File: src/rtl/lphm_pkg.sv
// shared types and codes for the linear probe hash map
package lphm_pkg;

  localparam logic [1:0] CMD_INSERT = 2'd0;
  localparam logic [1:0] CMD_REMOVE = 2'd1;
  localparam logic [1:0] CMD_LOOKUP = 2'd2;

  localparam logic [1:0] MARK_EMPTY = 2'd0;
  localparam logic [1:0] MARK_LIVE  = 2'd1;
  localparam logic [1:0] MARK_TOMB  = 2'd2;

  localparam logic [1:0] ST_DONE = 2'd0;
  localparam logic [1:0] ST_MISS = 2'd1;
  localparam logic [1:0] ST_FULL = 2'd2;

  // controller to datapath
  typedef struct packed {
    logic load;       // capture request
    logic start;      // set probe index to the start slot
    logic step;       // advance probe index
    logic note_tomb;  // remember current index as first tombstone
    logic write_live; // write key/value, mark live at place
    logic write_val;  // write value at probe index
    logic write_tomb; // mark tombstone at probe index
    logic use_tomb;   // place is remembered tombstone
    logic count_up;
    logic count_down;
    logic set_result;
    logic [1:0] status;
    logic value_hit;  // take value_out from read data
  } lphm_cmd_t;

  // datapath to controller
  typedef struct packed {
    logic [1:0] command;
    logic [1:0] mark;
    logic       key_match;
    logic       last_probe;
  } lphm_stat_t;

endpackage

File: src/rtl/linear_probe_hash_map_top.sv
// Linear-probing hash map with tombstones.
// Request channel s_axis: tuser carries the command, tdata key, key hash and value.
// Result channel m_axis: one beat per request, tuser status, tdata value and entry count.
// Commands: insert/update, remove, lookup (code three acts as lookup).
// The start slot is key_hash modulo CAPACITY, formed by a registered reciprocal
// multiply; the probe then visits the slots in turn (registered memory read, then
// compare), stopping at the key, an empty slot, or after CAPACITY slots.
// After a request beat is accepted, the request is captured, the reciprocal product
// registered, the start slot set and the slots probed; a slot write passes through a
// write state of its own before the result beat is registered.
// One request at a time; the next request beat can be accepted on the edge where
// the result beat leaves.
// After reset every slot mark is cleared to empty in turn; s_axis_tready stays low
// through that sweep and until the controller has left its clear state.
// A result beat waits in its register while m_axis_tready is low; the next
// request is not taken until that beat has left.
module linear_probe_hash_map_top #(
  parameter int CAPACITY   = 32,
  parameter int KEY_BITS   = 32,
  parameter int VALUE_BITS = 32
) (
  input  logic         clk,
  input  logic         rst,
  input  logic         s_axis_tvalid,
  output logic         s_axis_tready,
  input  logic [95:0]  s_axis_tdata,  // key[31:0], key_hash[63:32], value_in[95:64]
  input  logic [1:0]   s_axis_tuser,  // command
  output logic         m_axis_tvalid,
  input  logic         m_axis_tready,
  output logic [39:0]  m_axis_tdata,  // value_out[31:0], entry_count[37:32], zero pad
  output logic [1:0]   m_axis_tuser   // status
);

  lphm_pkg::lphm_cmd_t  cmd;
  lphm_pkg::lphm_stat_t stat;
  logic                 clear_done;
  logic [5:0]           entry_count;
  logic [31:0]          value_out;

  lphm_ctrl u_ctrl (
    .clk(clk), .rst(rst),
    .in_valid(s_axis_tvalid), .in_ready(s_axis_tready),
    .out_valid(m_axis_tvalid), .out_ready(m_axis_tready),
    .clear_done(clear_done), .stat(stat), .cmd(cmd)
  );

  lphm_dp #(.CAPACITY(CAPACITY), .KEY_BITS(KEY_BITS), .VALUE_BITS(VALUE_BITS)) u_dp (
    .clk(clk), .rst(rst),
    .command(s_axis_tuser), .key(s_axis_tdata[31:0]), .key_hash(s_axis_tdata[63:32]),
    .value_in(s_axis_tdata[95:64]),
    .cmd(cmd), .stat(stat), .clear_done(clear_done),
    .status(m_axis_tuser), .value_out(value_out), .entry_count(entry_count)
  );

  assign m_axis_tdata = {2'b00, entry_count, value_out};

endmodule

File: src/rtl/lphm_ram.sv
// generic single-port-write ram with registered read
module lphm_ram #(
  parameter int WIDTH = 32,
  parameter int DEPTH = 32
) (
  input  logic                     clk,
  input  logic                     we,
  input  logic [$clog2(DEPTH)-1:0] waddr,
  input  logic [WIDTH-1:0]         wdata,
  input  logic [$clog2(DEPTH)-1:0] raddr,
  output logic [WIDTH-1:0]         rdata
);

  logic [WIDTH-1:0] mem [DEPTH];

  always_ff @(posedge clk) begin
    if (we) begin
      mem[waddr] <= wdata;
    end
    rdata <= mem[raddr];
  end

endmodule

File: src/rtl/lphm_ctrl.sv
// controller: probe sequencer for insert, remove and lookup
module lphm_ctrl (
  input  logic                   clk,
  input  logic                   rst,
  input  logic                   in_valid,
  output logic                   in_ready,
  output logic                   out_valid,
  input  logic                   out_ready,
  input  logic                   clear_done,
  input  lphm_pkg::lphm_stat_t   stat,
  output lphm_pkg::lphm_cmd_t    cmd
);

  localparam logic [2:0] S_CLEAR = 3'd0;
  localparam logic [2:0] S_IDLE  = 3'd1;
  localparam logic [2:0] S_READ  = 3'd2;
  localparam logic [2:0] S_CHECK = 3'd3;
  localparam logic [2:0] S_WRITE = 3'd4;
  localparam logic [2:0] S_HASH  = 3'd5;
  localparam logic [2:0] S_START = 3'd6;

  logic [2:0] state;
  logic [2:0] state_next;
  logic       tomb_seen;
  logic       tomb_seen_next;
  logic       busy_out;

  assign busy_out  = out_valid && !out_ready;
  assign in_ready  = (state == S_IDLE) && !busy_out;

  always_ff @(posedge clk) begin
    if (rst) begin
      state     <= S_CLEAR;
      tomb_seen <= 1'b0;
      out_valid <= 1'b0;
    end else begin
      state     <= state_next;
      tomb_seen <= tomb_seen_next;
      if (cmd.set_result) begin
        out_valid <= 1'b1;
      end else if (out_ready) begin
        out_valid <= 1'b0;
      end
    end
  end

  always_comb begin
    state_next     = state;
    tomb_seen_next = tomb_seen;
    cmd            = '0;
    unique case (state)
      S_CLEAR: begin
        if (clear_done) begin
          state_next = S_IDLE;
        end
      end
      S_IDLE: begin
        if (in_valid && in_ready) begin
          cmd.load       = 1'b1;
          tomb_seen_next = 1'b0;
          state_next     = S_HASH;
        end
      end
      S_HASH: begin
        // reciprocal product of the hash is registered
        state_next = S_START;
      end
      S_START: begin
        cmd.start  = 1'b1;
        state_next = S_READ;
      end
      S_READ: begin
        // memory read latency
        state_next = S_CHECK;
      end
      S_CHECK: begin
        state_next = S_READ;
        cmd.step   = 1'b1;
        if (stat.mark == lphm_pkg::MARK_LIVE && stat.key_match) begin
          cmd.step = 1'b0;
          if (stat.command == lphm_pkg::CMD_INSERT) begin
            cmd.write_val = 1'b1;
            cmd.status    = lphm_pkg::ST_DONE;
            state_next    = S_WRITE;
          end else if (stat.command == lphm_pkg::CMD_REMOVE) begin
            cmd.write_tomb = 1'b1;
            cmd.count_down = 1'b1;
            cmd.status     = lphm_pkg::ST_DONE;
            state_next     = S_WRITE;
          end else begin
            cmd.value_hit  = 1'b1;
            cmd.set_result = 1'b1;
            cmd.status     = lphm_pkg::ST_DONE;
            state_next     = S_IDLE;
          end
        end else if (stat.mark == lphm_pkg::MARK_EMPTY || stat.last_probe) begin
          cmd.step = 1'b0;
          if (stat.mark == lphm_pkg::MARK_TOMB && !tomb_seen) begin
            cmd.note_tomb = 1'b1;
          end
          if (stat.command == lphm_pkg::CMD_INSERT) begin
            if (stat.mark == lphm_pkg::MARK_EMPTY) begin
              // an empty slot wins over any tombstone passed
              cmd.write_live = 1'b1;
              cmd.use_tomb   = 1'b0;
              cmd.count_up   = 1'b1;
              cmd.status     = lphm_pkg::ST_DONE;
              state_next     = S_WRITE;
            end else if (tomb_seen || stat.mark == lphm_pkg::MARK_TOMB) begin
              cmd.write_live = 1'b1;
              cmd.use_tomb   = tomb_seen;
              cmd.count_up   = 1'b1;
              cmd.status     = lphm_pkg::ST_DONE;
              state_next     = S_WRITE;
            end else begin
              cmd.set_result = 1'b1;
              cmd.status     = lphm_pkg::ST_FULL;
              state_next     = S_IDLE;
            end
          end else begin
            cmd.set_result = 1'b1;
            cmd.status     = lphm_pkg::ST_MISS;
            state_next     = S_IDLE;
          end
        end else if (stat.mark == lphm_pkg::MARK_TOMB && !tomb_seen) begin
          cmd.note_tomb  = 1'b1;
          tomb_seen_next = 1'b1;
        end
      end
      S_WRITE: begin
        // slot writes and the count update were issued from S_CHECK; the result is raised here
        cmd.set_result = 1'b1;
        state_next     = S_IDLE;
      end
      default: begin
        state_next = S_CLEAR;
      end
    endcase
  end

endmodule

File: src/rtl/lphm_dp.sv
// datapath: slot memories, probe index, count and result registers
module lphm_dp #(
  parameter int CAPACITY   = 32,
  parameter int KEY_BITS   = 32,
  parameter int VALUE_BITS = 32
) (
  input  logic                  clk,
  input  logic                  rst,
  input  logic [1:0]            command,
  input  logic [31:0]           key,
  input  logic [31:0]           key_hash,
  input  logic [31:0]           value_in,
  input  lphm_pkg::lphm_cmd_t   cmd,
  output lphm_pkg::lphm_stat_t  stat,
  output logic                  clear_done,
  output logic [1:0]            status,
  output logic [31:0]           value_out,
  output logic [5:0]            entry_count
);

  localparam int IW = $clog2(CAPACITY);
  localparam int CW = $clog2(CAPACITY + 1);
  localparam int KSH = 32 + IW;
  // ceil(2^KSH / CAPACITY) gives the exact quotient for every 32-bit hash
  localparam logic [63:0] RECIP_FULL =
    ((64'd1 << KSH) + 64'(CAPACITY) - 64'd1) / 64'(CAPACITY);
  localparam logic [33:0] RECIP = RECIP_FULL[33:0];

  logic [KEY_BITS-1:0]   req_key;
  logic [VALUE_BITS-1:0] req_val;
  logic [1:0]            req_cmd;
  logic [31:0]           req_hash;
  logic [65:0]           hprod;
  logic [31:0]           hquot;
  logic [31:0]           hrem;
  logic [IW-1:0]         idx;
  logic [IW-1:0]         tomb_idx;
  logic [CW-1:0]         probes;
  logic [CW-1:0]         live_count;
  logic [IW:0]           clr_idx;
  logic                  clearing;

  logic [IW-1:0]         start_idx;
  logic [1:0]            mark_rd;
  logic [KEY_BITS-1:0]   key_rd;
  logic [VALUE_BITS-1:0] val_rd;

  logic                  mark_we;
  logic [IW-1:0]         mark_wa;
  logic [1:0]            mark_wd;
  logic                  kv_we;
  logic [IW-1:0]         kv_wa;
  logic [VALUE_BITS-1:0] val_wd;

  // hash modulo capacity: registered reciprocal product, then multiply back and subtract
  always_comb begin
    hquot     = 32'(hprod >> KSH);
    hrem      = req_hash - hquot * 32'(CAPACITY);
    start_idx = hrem[IW-1:0];
  end

  always_ff @(posedge clk) begin
    if (cmd.load) begin
      req_key  <= KEY_BITS'({32'd0, key});
      req_val  <= VALUE_BITS'(value_in);
      req_cmd  <= command;
      req_hash <= key_hash;
    end
    hprod <= 66'(req_hash) * 66'(RECIP);
    if (cmd.note_tomb) begin
      tomb_idx <= idx;
    end
  end

  always_ff @(posedge clk) begin
    if (rst) begin
      idx        <= '0;
      probes     <= '0;
      live_count <= '0;
      clr_idx    <= '0;
      clearing   <= 1'b1;
      status     <= lphm_pkg::ST_DONE;
      value_out  <= '0;
    end else begin
      if (clearing) begin
        clr_idx <= clr_idx + 1'b1;
        if (clr_idx == (IW+1)'(CAPACITY - 1)) begin
          clearing <= 1'b0;
        end
      end
      if (cmd.start) begin
        idx    <= start_idx;
        probes <= CW'(1);
      end else if (cmd.step) begin
        idx    <= (idx == IW'(CAPACITY - 1)) ? '0 : idx + 1'b1;
        probes <= probes + 1'b1;
      end
      if (cmd.count_up) begin
        live_count <= live_count + 1'b1;
      end else if (cmd.count_down) begin
        live_count <= live_count - 1'b1;
      end
      if (cmd.write_live || cmd.write_val || cmd.write_tomb || cmd.set_result) begin
        if (!(cmd.set_result && !cmd.write_live && !cmd.write_val && !cmd.write_tomb
              && cmd.status == lphm_pkg::ST_DONE && !cmd.value_hit)) begin
          status <= cmd.status;
        end
        value_out <= cmd.value_hit ? 32'(val_rd) : 32'd0;
      end
    end
  end

  assign clear_done = !clearing;

  always_comb begin
    mark_we = 1'b0;
    mark_wa = idx;
    mark_wd = lphm_pkg::MARK_LIVE;
    kv_we   = 1'b0;
    kv_wa   = idx;
    val_wd  = req_val;
    if (clearing) begin
      mark_we = 1'b1;
      mark_wa = clr_idx[IW-1:0];
      mark_wd = lphm_pkg::MARK_EMPTY;
    end else if (cmd.write_live) begin
      mark_we = 1'b1;
      kv_we   = 1'b1;
      if (cmd.use_tomb || cmd.note_tomb) begin
        mark_wa = cmd.use_tomb ? tomb_idx : idx;
        kv_wa   = mark_wa;
      end
    end else if (cmd.write_tomb) begin
      mark_we = 1'b1;
      mark_wd = lphm_pkg::MARK_TOMB;
    end else if (cmd.write_val) begin
      kv_we = 1'b1;
    end
  end

  lphm_ram #(.WIDTH(2), .DEPTH(CAPACITY)) u_mark (
    .clk(clk), .we(mark_we), .waddr(mark_wa), .wdata(mark_wd),
    .raddr(idx), .rdata(mark_rd)
  );

  lphm_ram #(.WIDTH(KEY_BITS), .DEPTH(CAPACITY)) u_key (
    .clk(clk), .we(kv_we && cmd.write_live), .waddr(kv_wa), .wdata(req_key),
    .raddr(idx), .rdata(key_rd)
  );

  lphm_ram #(.WIDTH(VALUE_BITS), .DEPTH(CAPACITY)) u_val (
    .clk(clk), .we(kv_we), .waddr(kv_wa), .wdata(val_wd),
    .raddr(idx), .rdata(val_rd)
  );

  assign stat.command    = req_cmd;
  assign stat.mark       = mark_rd;
  assign stat.key_match  = (key_rd == req_key);
  assign stat.last_probe = (probes == CW'(CAPACITY));
  assign entry_count     = 6'(live_count);

endmodule
File: config.mk
export PLATFORM = sky130hd
export DESIGN_NAME = linear_probe_hash_map_top
export DESIGN_NICKNAME = d
export VERILOG_FILES = /design/src/rtl/lphm_pkg.sv /design/src/rtl/linear_probe_hash_map_top.sv /design/src/rtl/lphm_ram.sv /design/src/rtl/lphm_ctrl.sv /design/src/rtl/lphm_dp.sv
export SDC_FILE = /design/constraint.sdc
export NUM_CORES = 2
export LEC_CHECK = 0
export ABC_AREA = 1
export BUFFER_PORTS_ARGS = -buffer_cell sky130_fd_sc_hd__buf_4
export CORE_UTILIZATION = 50
export CTS_BUF_LIST = sky130_fd_sc_hd__clkbuf_8
export CTS_CLUSTER_DIAMETER = 30
export DETAILED_ROUTE_END_ITERATION = 10
export PLACE_DENSITY = 0.69
export SKIP_LAST_GASP = 1
export SYNTH_ARGS = -nofsm -noshare
export SYNTH_HDL_FRONTEND = slang
export SYNTH_HIERARCHICAL = 1
export SYNTH_SLANG_ARGS = --single-unit
File: constraint.sdc
create_clock -name clk -period 12.8 [get_ports clk]
set_input_delay 0 -clock clk [delete_from_list [all_inputs] [get_ports clk]]
set_output_delay 0 -clock clk [all_outputs]
set_load 0.005 [all_outputs]
==> results.yml <==
outcome:
  status: "complete, no violations"
yosys:
  synthMuxAreaShare: 0
  yosys.area_share.adder: 0.001417
  netlist_area_um2: 93590
  synth_compound_area_frac: 0.007125
  ys_warn_count: 6
  synthCells: 7941
  ys_seq_area_frac: 0.7296
  synthSimpleGateAreaFrac: 0.2193
  ys.flop_type: "edfxtp_1"
  synth_cell_type_count: 42
  ys_ff_latch: 2317
  synth_top_family_by_area: "simple AND/OR/NAND/NOR gates"
  synth.avg_cell_area_um2: 11.79
  synth_edf_count: 2188
  synth-xor-area-share: 0.002901
  async_reset_ff_frac: 0
worst_setup_path:
  r2r-start: "u_dp/req_key[24]"
  worstPathCellList: "xor2_1, nor2_1, nand2_1, nor2_1, nand2_1, nor2_1, nand3_1, nand2_2, clkinv_1, nand2_1, inv_1, nand2_1, a21oi_1, o21ai_0, o21ai_0, inv_1, nand3_1, nor2_4, buf_4"
  rrSetupSlack_ns: 6.06
  cp-endpoint: "u_dp/u_key/mem[22][25]"
  critPathLaunch: "u_dp/req_key[24]"
  cp.arrival_ns: 7.44
  r2r_cells: 19
  critPathMaxStageDelay_ns: 1.03
  cp.required_ns: 13.50
  cp_common_cell: "nand2_1"
  crit_path_start_kind: "flop"
  r2r-end: "u_dp/u_key/mem[22][25]"
  critPathKind: "reg -> reg"
  crit_path_top_delay_cell: "edfxtp_1"
  path_max_fanout: 33
  cp-end-kind: "flop"
placement:
  io_buffers: 116
  dp_hpwl_um: 119100
  dp.cells: 10195
  globalplace.congestion: 0.8099
global_route:
  antenna_found_initial: 7
  track_usage: 0.2517
  grt_pass1_vias: 59907
  grt_pass1_wl_um: 357800
  grt_overflow: 0
  grt_max_degree: 254
sta:
  slew_headroom: 0.07731
  tns_ns: 0
  min_period_ns: 6.743
  finClkSkew_ns: 0.08471
  hold_viol_final: 0
  setup_viol: 0
  period_share: 0.5268
  drv_slew: 0
  worst_pin_slew_ns: 1.381
  fmax_mhz: 148.3
  rsz0062_at_grt: "false"
layout:
  final_layout_size_suffix_gt1_frac: 0.1189
  multi_input_area_um2: 22090
  final_cell_mix: "nand2_1 (3,066), edfxtp_1 (2,188), nand3_1 (1,640)"
  area_growth_pct: 14.45
  fin_nets: 8436
  seqCellArea_um2: 68300
  final_util: 0.5771
  final_cells: 11181
  fill_cells: 14715
  final_common_cell: "nand2_1"
clock_tree:
  clkTransAtPathRegs_ns: 0.06
  cts_tree: "yes"
  cts_setup_buffers: 0
  postCtsResizedCells: 0
  cts-hold-fix-buffers: 151
  numCtsBuffers: 456
  cts_max_level: 5
  clkSinkCount: 2317
  clockBufferDepth: 4
  clk_latency_ns: 1.09
  cts_root_buf: "clkbuf_8"
flow_run:
  cap_violations: 0
floorplan:
  row_count: 158
  floorplan.initialDensity: 0.5042
  die_h_um: 434.7
  core-area_um2: 185600
  die_area_um2: 188900
  die_width_um: 434.7
  io_pins: 146
routing:
  ant_nets: 0
  avgRoutedWirePerCell_um: 21.38
  viasPerCell: 5.528
  drt_first_pass_iters: 8
  drt_wl_total_um: 239100
  drc: 0
  drt_iter0_drc: 5910
  via_count: 61803
pwr:
  ir_drop_v: 0.0001345
  p_leak_uw: 0.03935
  power_density_nw_per_um2: 150.2
worst_hold_path:
  hp-class: "in -> reg"
state kept, by name, summed over array words and instances, names as in the netlist:
register,flops
u_dp/u_key/mem,1024
u_dp/u_val/mem,1024
u_dp/u_mark/mem,64
u_dp/req_key,32
u_dp/req_val,32
u_dp/u_key/rdata,32
u_dp/u_val/rdata,32
u_dp/value_out,32
u_dp/clr_idx,6
u_dp/entry_count,6
u_dp/probes,6
u_dp/idx,5
u_dp/req_hash,5
u_dp/tomb_idx,5
u_ctrl/state,3
u_dp/req_cmd,2
u_dp/status,2
u_dp/u_mark/rdata,2
u_ctrl/out_valid,1
u_ctrl/tomb_seen,1
u_dp/clearing,1
critical path, delay by kind of cell (launching register included):
| family | cells | cell delay (ns) |
|---|---|---|
| buf+inv | 4 | 0.91 |
| flops | 1 | 1.03 |
| simple gates | 11 | 3.58 |
| compound gates | 3 | 0.63 |
| xor+xnor | 1 | 0.15 |
power breakdown:
part | leakage (µW) | switching (µW) | internal, µW
clock network | 0.00525 | 3170 | 4660
registers | 0.0208 | 1.78 | 8170
logic | 0.0133 | 33.0 | 48.7
total | 0.0393 | 3210 | 12900
cell families (layout without fill, tap and decap cells):
logic type / count (synthesis) / in the layout
AOI/OAI and AO/OA: 127 / 127
DFF: 2317 / 2317
and+or+nand+nor: 4896 / 4896
adders and majority gates: 10 / 10
xor gates and xnor gates: 31 / 31
buffers and inverters: 559 / 1313
other: 1 / 7
metrics by stage:
stage / instance area (µm²) / setup WS, ns / total power [µW] / hold WS, ns
after floorplan: 93600 / 8.131 / 8345 / 0.06244
after global placement: 95790 / 6.330 / 8374 / 0.1793
after detailed placement: 95790 / 6.231 / 8375 / 0.1794
after CTS: 107100 / 6.183 / 16190 / 0.08699
after global routing: 107100 / 5.769 / 16540 / 0.1351
final: 107100 / 6.057 / 16090 / 0.1899
Yosys cell counts (4+ instances only):
master    instances  share of area
buf_1            36         0.0014
clkbuf_1         58         0.0023
buf_2           170         0.0091
o21ai_0          34         0.0018
nand3_1        1640          0.088
buf_4            53         0.0043
a21oi_1          60         0.0032
buf_8             6        0.00096
xor2_1           27         0.0025
dfxtp_1         129          0.028
buf_6           145          0.017
edfxtp_1       2188           0.70
ha_1              9         0.0012
inv_1            78         0.0031
o21ai_1          21         0.0011
xnor2_1           4        0.00037
nand2_2          15         0.0010
inv_2             8        0.00032
nor2_1          148         0.0059
nand2_1        3066           0.12
nor3_1           15        0.00080
how the worst min path moves through the flow:
stage | from | endpoint | slack [ns] | cells past startpoint
6_report | s_axis_tuser[0] | u_dp/req_cmd[0] | 0.19 | 3
5_1_grt | s_axis_tuser[0] | u_dp/req_cmd[0] | 0.14 | 3
4_1_cts | s_axis_tdata[86] | u_dp/req_val[22] | 0.09 | 3
3_5_place_dp | s_axis_tdata[81] | u_dp/req_val[17] | 0.18 | 1
3_3_place_gp | s_axis_tdata[81] | u_dp/req_val[17] | 0.18 | 1
2_1_floorplan | rst | u_ctrl/state[0] | 0.06 | 1
area by class of cell:
| class | instances | share of cell area |
|---|---|---|
| multi-input cells | 5066 | 0.2062 |
| inverters | 90 | 0.003738 |
| repair buffers | 393 | 0.03177 |
| clock inverters | 334 | 0.02780 |
| diodes | 5 | 0.0001168 |
| well taps | 2480 | 0.02897 |
| flip-flops and latches | 2317 | 0.6376 |
| clock buffers | 496 | 0.06373 |
routing by layer:
metal / global-route usage / wire length (µm) / share of wire
met1: 0.3126 / 90960 / 0.38
met2: 0.4297 / 119800 / 0.50
met3: 0.04349 / 18000 / 0.075
met4: 0.1161 / 10290 / 0.043
met5: 0 / 10 / 0.000042
No activity file was read; power rests on OpenSTA's default activity.
